$ cat src/design/bse_pkg.sv
// Shared types, constants and the character table for the base64 line-wrapped encoder.
`default_nettype none

package bse_pkg;

   localparam int unsigned WRAP_W         = 10;
   localparam int unsigned LINE_COUNT_W   = 11;
   localparam int unsigned MAX_CHARS      = 5;
   localparam int unsigned COUNT_W        = 3;

   localparam logic [WRAP_W-1:0]       WRAP_RESET     = 10'd76;
   localparam logic [LINE_COUNT_W-1:0] LINE_COUNT_MAX = 11'd2047;
   localparam logic [7:0]              CHAR_PAD       = 8'h3D;
   localparam logic [7:0]              CHAR_NEWLINE   = 8'h0A;

   localparam logic [1:0] PHASE_FIRST  = 2'd0;
   localparam logic [1:0] PHASE_SECOND = 2'd1;
   localparam logic [1:0] PHASE_THIRD  = 2'd2;

   typedef struct packed {
      logic [7:0] data_byte;
      logic       last_byte;
   } req_type;

   typedef struct packed {
      logic [7:0] char_out;
      logic       run_last;
      logic       text_last;
   } rsp_type;

   typedef struct packed {
      logic [MAX_CHARS-1:0][7:0] chars;
      logic [COUNT_W-1:0]        count;
      logic                      last;
   } burst_type;

   function automatic logic [7:0] sextet_char(input logic [5:0] v);
      logic [7:0] code;
      code = {2'b00, v};
      if (v < 6'd26) begin
         sextet_char = 8'h41 + code;
      end else if (v < 6'd52) begin
         sextet_char = 8'h61 + code - 8'd26;
      end else if (v < 6'd62) begin
         sextet_char = 8'h30 + code - 8'd52;
      end else if (v == 6'd62) begin
         sextet_char = 8'h2B;
      end else begin
         sextet_char = 8'h2F;
      end
   endfunction

endpackage

`default_nettype wire

$ cat src/design/base64_line_wrapped_encoder.sv
// Top level of the streaming base64 encoder with fixed-length line wrapping.
//
// Request channel (req_valid, req_stall, req_data) carries one message byte
// and a flag on the message's final byte. Result channel (rsp_valid,
// rsp_stall, rsp_data) carries one ASCII character per transfer, with
// run_last on the last character of a byte's burst and text_last on the
// final character of the message. The csr channel writes the line length
// (0 turns wrapping off); csr_ready is always high; write only when idle.
// A request passes the input register and then the result register before
// its first character appears. Each request yields 1 to 5 characters and
// holds the result port until its last character is taken; the input
// register takes the next request while the current burst drains. The
// character port, one character per cycle while rsp_stall is low, bounds
// the sustained byte rate.
// Reset clears the encoder phase and line count, empties both registers and
// restores a line length of 76. While rsp_stall is high the character and
// flags hold; req_stall is high while the input register is full and not loading.
`default_nettype none

module base64_line_wrapped_encoder (
   input  wire logic                        clock,
   input  wire logic                        reset,
   input  wire logic                        req_valid,
   output      logic                        req_stall,
   input  wire bse_pkg::req_type            req_data,
   output      logic                        rsp_valid,
   input  wire logic                        rsp_stall,
   output      bse_pkg::rsp_type            rsp_data,
   input  wire logic                        csr_valid,
   output      logic                        csr_ready,
   input  wire logic [bse_pkg::WRAP_W-1:0]  csr_wdata
);
   import bse_pkg::*;

   logic [WRAP_W-1:0] line_wrap_ff;
   logic              take;
   logic              load;
   burst_type         burst;

   assign csr_ready = 1'b1;

   always_ff @(posedge clock) begin
      if (reset) begin
         line_wrap_ff <= WRAP_RESET;
      end else if (csr_valid && csr_ready) begin
         line_wrap_ff <= csr_wdata;
      end
   end

   bse_encode u_encode (
      .clock     (clock),
      .reset     (reset),
      .req_valid (req_valid),
      .req_stall (req_stall),
      .req_data  (req_data),
      .line_wrap (line_wrap_ff),
      .take      (take),
      .load      (load),
      .burst     (burst)
   );

   bse_serial u_serial (
      .clock     (clock),
      .reset     (reset),
      .load      (load),
      .burst     (burst),
      .take      (take),
      .rsp_valid (rsp_valid),
      .rsp_stall (rsp_stall),
      .rsp_data  (rsp_data)
   );

endmodule

`default_nettype wire

$ cat src/design/bse_encode.sv
// Input register, encoder state and the per-byte character burst logic.
`default_nettype none

module bse_encode (
   input  wire logic                        clock,
   input  wire logic                        reset,
   input  wire logic                        req_valid,
   output      logic                        req_stall,
   input  wire bse_pkg::req_type            req_data,
   input  wire logic [bse_pkg::WRAP_W-1:0]  line_wrap,
   input  wire logic                        take,
   output      logic                        load,
   output      bse_pkg::burst_type          burst
);
   import bse_pkg::*;

   logic                    in_valid_ff;
   logic                    in_valid_in;
   req_type                 in_data_ff;
   logic [1:0]              phase_ff;
   logic [1:0]              phase_in;
   logic [3:0]              held_ff;
   logic [3:0]              held_in;
   logic [LINE_COUNT_W-1:0] line_count_ff;
   logic [LINE_COUNT_W-1:0] line_count_in;
   logic                    req_accept;
   logic                    wrap_hit;
   logic [COUNT_W-1:0]      counted;
   logic [LINE_COUNT_W-1:0] line_base;
   logic [LINE_COUNT_W:0]   line_sum;
   logic [7:0]              b;
   logic [7:0]              g0;
   logic [7:0]              g1;

   assign load       = in_valid_ff && take;
   assign req_stall  = in_valid_ff && !load;
   assign req_accept = req_valid && !req_stall;

   always_comb begin
      in_valid_in = in_valid_ff;
      if (req_accept) begin
         in_valid_in = 1'b1;
      end else if (load) begin
         in_valid_in = 1'b0;
      end
   end

   assign b        = in_data_ff.data_byte;
   assign wrap_hit = (line_wrap != '0) && (line_count_ff >= {1'b0, line_wrap});
   assign g0       = sextet_char(b[7:2]);
   assign g1       = sextet_char({b[1:0], 4'b0000});

   always_comb begin
      burst.chars = '0;
      burst.count = '0;
      burst.last  = in_data_ff.last_byte;
      counted     = '0;
      line_base   = line_count_ff;
      phase_in    = phase_ff;
      held_in     = held_ff;
      case (phase_ff)
         PHASE_SECOND: begin
            burst.chars[0] = sextet_char({held_ff[1:0], b[7:4]});
            held_in        = b[3:0];
            phase_in       = PHASE_THIRD;
            if (in_data_ff.last_byte) begin
               burst.chars[1] = sextet_char({b[3:0], 2'b00});
               burst.chars[2] = CHAR_PAD;
               burst.count    = 3'd3;
            end else begin
               burst.count = 3'd1;
            end
            counted = burst.count;
         end
         PHASE_THIRD: begin
            burst.chars[0] = sextet_char({held_ff, b[7:6]});
            burst.chars[1] = sextet_char(b[5:0]);
            burst.count    = 3'd2;
            counted        = 3'd2;
            held_in        = '0;
            phase_in       = PHASE_FIRST;
         end
         default: begin
            counted = in_data_ff.last_byte ? 3'd4 : 3'd1;
            if (wrap_hit) begin
               burst.chars = {CHAR_PAD, CHAR_PAD, g1, g0, CHAR_NEWLINE};
               line_base   = '0;
            end else begin
               burst.chars = {8'h00, CHAR_PAD, CHAR_PAD, g1, g0};
            end
            burst.count = counted + {2'b00, wrap_hit};
            held_in     = {2'b00, b[1:0]};
            phase_in    = PHASE_SECOND;
         end
      endcase
      line_sum = {1'b0, line_base} + {{(LINE_COUNT_W-COUNT_W+1){1'b0}}, counted};
      if (line_sum > {1'b0, LINE_COUNT_MAX}) begin
         line_count_in = LINE_COUNT_MAX;
      end else begin
         line_count_in = line_sum[LINE_COUNT_W-1:0];
      end
      if (in_data_ff.last_byte) begin
         phase_in      = PHASE_FIRST;
         held_in       = '0;
         line_count_in = '0;
      end
   end

   always_ff @(posedge clock) begin
      if (reset) begin
         in_valid_ff   <= 1'b0;
         phase_ff      <= PHASE_FIRST;
         held_ff       <= '0;
         line_count_ff <= '0;
      end else begin
         in_valid_ff <= in_valid_in;
         if (load) begin
            phase_ff      <= phase_in;
            held_ff       <= held_in;
            line_count_ff <= line_count_in;
         end
      end
   end

   always_ff @(posedge clock) begin
      if (req_accept) begin
         in_data_ff <= req_data;
      end
   end

endmodule

`default_nettype wire

$ cat src/design/bse_serial.sv
// Result register that holds one burst and gives a character per cycle unless stalled.
`default_nettype none

module bse_serial (
   input  wire logic               clock,
   input  wire logic               reset,
   input  wire logic               load,
   input  wire bse_pkg::burst_type burst,
   output      logic               take,
   output      logic               rsp_valid,
   input  wire logic               rsp_stall,
   output      bse_pkg::rsp_type   rsp_data
);
   import bse_pkg::*;

   logic               valid_ff;
   burst_type          burst_ff;
   logic [COUNT_W-1:0] idx_ff;
   logic               final_char;
   logic               rsp_accept;

   assign final_char = idx_ff == (burst_ff.count - 3'd1);
   assign rsp_accept = valid_ff && !rsp_stall;
   assign take       = !valid_ff || (rsp_accept && final_char);

   assign rsp_valid          = valid_ff;
   assign rsp_data.char_out  = burst_ff.chars[idx_ff];
   assign rsp_data.run_last  = final_char;
   assign rsp_data.text_last = final_char && burst_ff.last;

   always_ff @(posedge clock) begin
      if (reset) begin
         valid_ff <= 1'b0;
         idx_ff   <= '0;
      end else if (load) begin
         valid_ff <= 1'b1;
         idx_ff   <= '0;
      end else if (rsp_accept) begin
         if (final_char) begin
            valid_ff <= 1'b0;
         end else begin
            idx_ff <= idx_ff + 3'd1;
         end
      end
   end

   always_ff @(posedge clock) begin
      if (load) begin
         burst_ff <= burst;
      end
   end

endmodule

`default_nettype wire

$ cat config.mk
export PLATFORM = sky130hd
export DESIGN_NAME = base64_line_wrapped_encoder
export DESIGN_NICKNAME = d
export VERILOG_FILES = /design/src/design/bse_pkg.sv /design/src/design/base64_line_wrapped_encoder.sv /design/src/design/bse_encode.sv /design/src/design/bse_serial.sv
export SDC_FILE = /design/constraint.sdc
export NUM_CORES = 1
export LEC_CHECK = 0
export ABC_AREA = 1
export CAP_MARGIN = 10
export CORE_MARGIN = 1.5
export CORE_UTILIZATION = 40
export CTS_CLUSTER_SIZE = 16
export DETAILED_ROUTE_END_ITERATION = 7
export DONT_BUFFER_PORTS = 1
export HOLD_SLACK_MARGIN = 0.05
export PLACE_DENSITY_LB_ADDON = 0.2
export SLEW_MARGIN = 40
export SYNTH_ARGS = -nofsm -noshare
export SYNTH_HDL_FRONTEND = slang
export SYNTH_SLANG_ARGS = --single-unit
export TNS_END_PERCENT = 1
$ cat constraint.sdc
create_clock -name clock -period 4.8 [get_ports clock]
set_input_delay 0 -clock clock [delete_from_list [all_inputs] [get_ports clock]]
set_output_delay 0 -clock clock [all_outputs]
set_load 0.02 [all_outputs]
==> flow_summary.toml, run 1 <==
[floorplanning]
die_area_mm2 = 0.0143
coreArea_mm2 = 0.0132
die_w_um = 120
start_util_pct = 41.1
io_pins = 37
die_h_um = 120
fp-row-count = 42

[finish]
layout.nets = 835
finalNonFillerCells = 948
utilization_pct = 45.8
drive_gt1_share_pct = 5.19
area_growth_pct = 11.5

[yosys]
ys_warn_count = 0
yosysMostFrequentCell = "nand2_1"
synth_nets = 824
ys.flop_type = "edfxtp_1"
syn_inst = 755
synth-seq-cells = 68
synth-async-reset-ratio_pct = 0
synth.cells.most_frequent = "182 x nand2_1, 95 x inv_1, 64 x o21ai_0, 56 x a21oi_1, 56 x nor2_1"
yosysUniqueCellTypes = 51
yosys.area.top_type = "edfxtp_1"
synth.yosys.seq_area_share_pct = 31.6
synth_top_cell_area_share_pct = 19.9
synth-edff-count = 36
syn-mean-instance-area_um2 = 7.21
netlist_top_cells_area = "edfxtp_1 20%, nand2_1 13%, dfxtp_1 12%, ha_1 10%, inv_1 6.6%"
netlist_area_mm2 = 0.00544

[global_route]
grt_pass1_vias = 4825
antenna_found_initial = 1
grt_use_total_pct = 21.0
grt_start_max_net_pins = 29
grt_pass1_wl_mm = 24.2
overflow = 0

[power_and_ir_drop]
power_frac_clock_pct = 41.2
leakagePower_uw = 0.00261
p_comb_share_pct = 16.9
power.total_uw = 1610
power.internal_uw = 1140
ir_worst_vdd_uv = 246
p_sw_uw = 468
switching_share_pct = 29.1
powerDensity_mw_per_mm2 = 265
seqPwrFrac_pct = 41.9

[route]
met2_length_mm = 6.21
met1_length_mm = 7.16
top_layer = "met4"
first_pass_iters = 5
route.met3.wl_mm = 1.09
wirelength_mm = 14.7
dr_total_vias = 5138
drtIter0Drc = 452
viasPerCell = 5.42
antenna_left = 0
drcViolationCount = 0
wl_per_cell_um = 15.5

[outcome]
status = "complete, no violations"

[critical_path]
cp.required_ns = 5.07
critPathMaxFanout = 18
rrSetupSlack_ns = 1.47
r2r-end = "u_encode.line_count_ff[10]"
critPathKind = "reg2reg"
cp.arrival_ns = 3.61
worst_setup_path_start_kind = "flip-flop"
worstRegToRegCells = 15
worst_setup_path_end_kind = "flip-flop"
rr_startpoint = "u_encode.phase_ff[0]"

[clocking]
clkLatencyLatePin_ns = 0.33
clk_pin_slew_ns = 0.06
cts_resized = 0
cts_tree = "done"
htree_levels = 3
clockBufferDepth = 2
cts_sinks = 68
cts_buffers = 9
cts_root_buffer = "clkbuf_16"

[timing]
fin_crit_sh_pct = 69.5
setup_tns_ns = 0
setup-violations-final = 0
skew_ns = 0.00598
period_needed_ns = 3.33
relSlewSlack_pct = 55.1
tightest_slew_ns = 0.666
rsz0062_at_grt = "false"
drv_slew = 0
max_clock_freq_mhz = 300
finalHoldViolCount = 0
holdWs_ns = 0.176

[worst_hold_path]
min_path_type = "in2reg"
min_from = "req_valid"
holdPathStages = 2
min_to = "u_encode.burst[0]"

[placed_design]
io_buffers = 0
gp_congestion = 0.942
place_inst = 908
dp_hpwl_mm = 11.3

[run]
maxCapViolations = 0
==> logic make-up (layout without fill, tap and decap cells) <==
logic type | count (synthesis) | in the layout | synth area share [%]
and+or+nand+nor | 305 | 305 | 24.2
AOI/OAI and AO/OA | 186 | 186 | 20.3
buffers and inverters | 127 | 143 | 9.52
DFF | 68 | 68 | 31.6
adders and majority gates | 45 | 45 | 10.5
xor gates and xnor gates | 23 | 23 | 3.70
other | 1 | 2 | 0.0689
==> layout make-up <==
type,count,area (µm²)
diodes,1,2.50
clock buffers,9,225
clock inverters,7,75.1
fillers,1331,7170
inverters,104,390
multi-input cells,560,3200
flip-flops and latches,68,1720
well taps,176,220
repair buffers,23,230
==> per-layer routing <==
metal	vias up	GRT usage (%)
met5	-	0
met4	0	6.62
met3	18	3.80
met2	210	30.6
met1	2342	31.3
li1	2568	-
==> worst max-delay path by stage <==
stage / endpoint / slack [ns] / startpoint
final: u_encode.line_count_ff[10] / 1.47 / u_encode.phase_ff[0]
after global routing: u_encode.line_count_ff[8] / 1.12 / u_encode.phase_ff[0]
after CTS: u_encode.line_count_ff[10] / 1.48 / u_encode.phase_ff[0]
after detailed placement: u_encode.line_count_ff[8] / 1.50 / u_encode.phase_ff[0]
after global placement: u_encode.held_ff[3] / 1.53 / u_serial.idx_ff[0]
after floorplan: u_encode.line_count_ff[10] / 1.87 / line_wrap_ff[9]
==> cells in the final DEF (no fill, tap or decap), types with 4 or more instances in the layout <==
cell type      netlist  layout
ha_1                44      44
xnor2_1              6       6
o21ai_0             64      64
xor2_1              17      17
o22ai_1              5       5
nor2_1              56      55
a31oi_1              9       9
o211ai_1            20      20
clkinv_1             7       7
o221ai_1             6       6
nand2_1            182     182
clkbuf_16            0       9
nand3_1             44      44
nor2_4               4       4
a32oi_1              5       5
edfxtp_1            36      36
a21oi_1             56      56
dlygate4sd3_1        0      23
inv_1               95      94
dfxtp_1             32      32
==> critical path, cell delays in order (launching register included) <==
cell and delay (ns):
dfxtp_1 0.34, inv_1 0.06, ha_1 0.58, clkinv_1 0.53, nand2_1 0.27, nand2_1 0.13, ha_1 0.30, nand3_1 0.06
and2_1 0.18, inv_1 0.07, nand3_2 0.10, nor2_4 0.21, nand3_4 0.18, nand3_1 0.13, nand2_1 0.05, nand2_1 0.07
==> flip-flops by register name, summed over array words and instances, names as in the netlist <==
signal,flops
u_encode.b,8
u_encode.burst,1
u_encode.in_valid_ff,1
u_serial.rsp_valid,1
u_serial.burst_ff,27
u_encode.held_ff,4
u_encode.phase_ff,2
u_encode.line_count_ff,11
line_wrap_ff,10
u_serial.idx_ff,3
==> repair_timing <==
| action | 4_1_cts | 5_1_grt |
|---|---|---|
| endpoints found under the hold margin | 41 | 0 |
| hold buffers | 23 | 0 |
| buffers inserted | 0 | 0 |
==> metrics by stage <==
step | worst slack, ns | cell area (µm²)
final | 1.47 | 6070
after floorplan | 1.87 | 5440
after detailed placement | 1.50 | 5530
after global placement | 1.53 | 5530
after CTS | 1.48 | 6060
after global routing | 1.12 | 6070
==> power groups by stage <==
| stage | Clock [µW] | Combinational, µW | Sequential, µW |
|---|---|---|---|
| final | 662 | 272 | 673 |
| after global routing | 702 | 304 | 677 |
| after CTS | 675 | 267 | 673 |
| after detailed placement | 0 | 249 | 685 |
| after global placement | 0 | 245 | 686 |
| after floorplan | 0 | 202 | 671 |
(Power assumes the default switching activity.)
==> run 2: changes to the inputs <==
--- a/config.mk
+++ b/config.mk
@@ -5,7 +5,7 @@
 export SDC_FILE = /design/constraint.sdc
 export NUM_CORES = 1
 export LEC_CHECK = 0
-export ABC_AREA = 1
+export ABC_AREA = 0
 export CAP_MARGIN = 10
 export CORE_MARGIN = 1.5
 export CORE_UTILIZATION = 40
==> constraint.sdc (replaced) <==
create_clock -name clock -period 3 [get_ports clock]
set_input_delay 0 -clock clock [delete_from_list [all_inputs] [get_ports clock]]
set_output_delay 0 -clock clock [all_outputs]
set_load 0.02 [all_outputs]
==> flow_summary.toml, run 2 <==
[route]
wl_per_cell_um = 17.6
drcViolationCount = 0
first_pass_iters = 5
drtIter0Drc = 442
viasPerCell = 5.81
antenna_left = 0
dr_total_vias = 5066
wirelength_mm = 15.3

[floorplanning]
die_w_um = 119
die_area_mm2 = 0.0142
start_util_pct = 41.0
fp-row-count = 42
die_h_um = 119
coreArea_mm2 = 0.0132
io_pins = 37

[clocking]
clkLatencyLatePin_ns = 0.34
clk_pin_slew_ns = 0.06
cts_root_buffer = "clkbuf_16"
cts_buffers = 9
htree_levels = 3
clockBufferDepth = 2
cts_sinks = 68
cts_tree = "done"

[yosys]
synth-edff-count = 36
ys.flop_type = "edfxtp_1"
synth_top_cell_area_share_pct = 20.0
synth_nets = 709
yosysMostFrequentCell = "nand2_1"
netlist_area_mm2 = 0.00540
ys_warn_count = 0
syn-mean-instance-area_um2 = 8.44
yosysUniqueCellTypes = 66
synth-async-reset-ratio_pct = 0
synth.cells.most_frequent = "56 x nand2_1, 44 x ha_1, 43 x nor2_1, 40 x inv_1, 37 x a21oi_1"
syn_inst = 640
synth.yosys.seq_area_share_pct = 31.9
synth-seq-cells = 68
netlist_top_cells_area = "edfxtp_1 20%, dfxtp_1 12%, ha_1 10%, mux2i_1 4.3%, nand2_1 3.9%"
yosys.area.top_type = "edfxtp_1"

[power_and_ir_drop]
leakagePower_uw = 0.00250
ir_worst_vdd_uv = 338
powerDensity_mw_per_mm2 = 402

[finish]
n_antenna_cell = 0
final_common_cell = "nand2_1"
final_area_mm2 = 0.00651
drive_gt1_share_pct = 14.2
regMostFlops = "u_serial.burst_ff"
reg_top3 = "u_serial.burst_ff x27, u_encode.line_count_ff x11, line_wrap_ff x10"
layout.nets = 760
final_cell_mix = "56 x nand2_1, 49 x buf_4, 42 x nor2_1"
finalNonFillerCells = 872
n_fill_cell = 1271
area_growth_pct = 20.6
largest_reg_flops = 27

[critical_path]
critPathKind = "reg2reg"
critPathMaxFanout = 4
worst_setup_path_start_kind = "flip-flop"
cp.required_ns = 3.22
cp.arrival_ns = 3.13
worst_setup_path_end_kind = "flip-flop"

[timing]
tightest_slew_ns = 0.700
max_clock_freq_mhz = 345
drv_slew = 0
finalHoldViolCount = 0
fin_crit_sh_pct = 96.8
skew_ns = 0.00721
holdWs_ns = 0.157
setup-violations-final = 0
period_needed_ns = 2.90
relSlewSlack_pct = 52.9

[global_route]
antenna_found_initial = 0
overflow = 0
grt_use_total_pct = 22.1
grt_pass1_wl_mm = 24.9
grt_start_max_net_pins = 32
grt_pass1_vias = 4829

[placed_design]
place_inst = 821
gp_congestion = 0.945
place_area_mm2 = 0.00578
dp_hpwl_mm = 11.2
io_buffers = 0

[outcome]
status = "complete, no violations"

[worst_hold_path]
min_path_type = "in2reg"

[run]
maxCapViolations = 0
run 2: cell types whose count changed in the layout (fill, tap and decap cells not counted), sizes merged, moves of 15 or more:
cell / previous run / this run
o21ai: 71 / 36
nor3: 4 / 20
nand3: 48 / 33
nand2: 185 / 56
mux2i: 0 / 23
buf: 0 / 49
inv: 98 / 41
nor2: 62 / 43
a21oi: 57 / 38
run 2: worst max-delay path, stage by stage, from the launching register on:
cell and delay, ns:
dfxtp_2 0.34, inv_1 0.05, ha_1 0.32, and3_4 0.19
a221oi_4 0.28, a211o_1 0.24, inv_1 0.07, nor2_1 0.12
ha_2 0.21, fa_2 0.21, a21o_1 0.16, nand4_1 0.17
nor2_2 0.17, nand3b_1 0.08, nand3_1 0.10, a21oi_2 0.06
run 2: cell families after synthesis:
logic type | after synthesis | share of synthesized area, %
multiplexers | 25 | 4.89
AND/OR/NAND/NOR | 209 | 18.6
adder cells (fa/ha/maj) | 45 | 10.6
AO/OA/AOI/OAI | 179 | 22.4
buffers and inverters | 82 | 6.35
flip-flops | 68 | 31.9
other | 1 | 0.0694
XOR/XNOR | 31 | 5.30
run 2: area by class of cell:
type	count	area [µm²]	area share, %
clock buffer	10	229	3.52
clock inverter	6	53.8	0.826
inverter	42	158	2.42
multi-input combinational	490	3440	52.8
sequential	68	1730	26.6
tap	176	220	3.38
timing repair buffer	80	678	10.4
run 2: metrics by stage:
stage | utilization, % | setup TNS [ns] | power (µW) | setup WS (ns)
after global placement | 43.8 | 0 | 1540 | 0.106
after detailed placement | 43.8 | -0.0583 | 1550 | -0.0331
after global routing | 49.4 | -0.0340 | 2740 | -0.0340
after floorplan | - | 0 | 1420 | 0.0895
after CTS | 48.3 | 0 | 2620 | 0.00539
final | 49.4 | 0 | 2620 | 0.0974
run 2: path summary, 6_finish.rpt:
kind / cells past startpoint / slack, ns / endpoint / startpoint
min reg2reg: 2 / 0.52 / u_encode.phase_ff[1] / u_encode.phase_ff[1]
max: 15 / 0.1 / u_encode.line_count_ff[10] / line_wrap_ff[4]
min: 3 / 0.16 / u_encode.phase_ff[0] / reset
max reg2reg: 15 / 0.1 / u_encode.line_count_ff[10] / line_wrap_ff[4]
run 2: routing by layer:
| metal | GRT usage [%] | wire, µm | share of wire (%) |
|---|---|---|---|
| met1 | 31.3 | 7170 | 47 |
| met2 | 34.7 | 7090 | 46 |
| met3 | 3.98 | 885 | 5.8 |
| met4 | 5.95 | 178 | 1.2 |
| met5 | 0 | 0 | 0 |
run 2: where the power goes:
| part | switching (µW) | total (µW) | internal [µW] | leakage, µW |
|---|---|---|---|---|
| registers | 27.1 | 1060 | 1030 | 0.000596 |
| clock network | 388 | 1020 | 635 | 0.000142 |
| logic | 317 | 536 | 219 | 0.00176 |
run 2: timing repair:
item	CTS	global route
endpoints found under the hold margin	29	0
endpoints found under the setup margin	8	11
pin swaps	0	13
buffers inserted	0	4
hold buffers	31	0
resized for setup	2	31
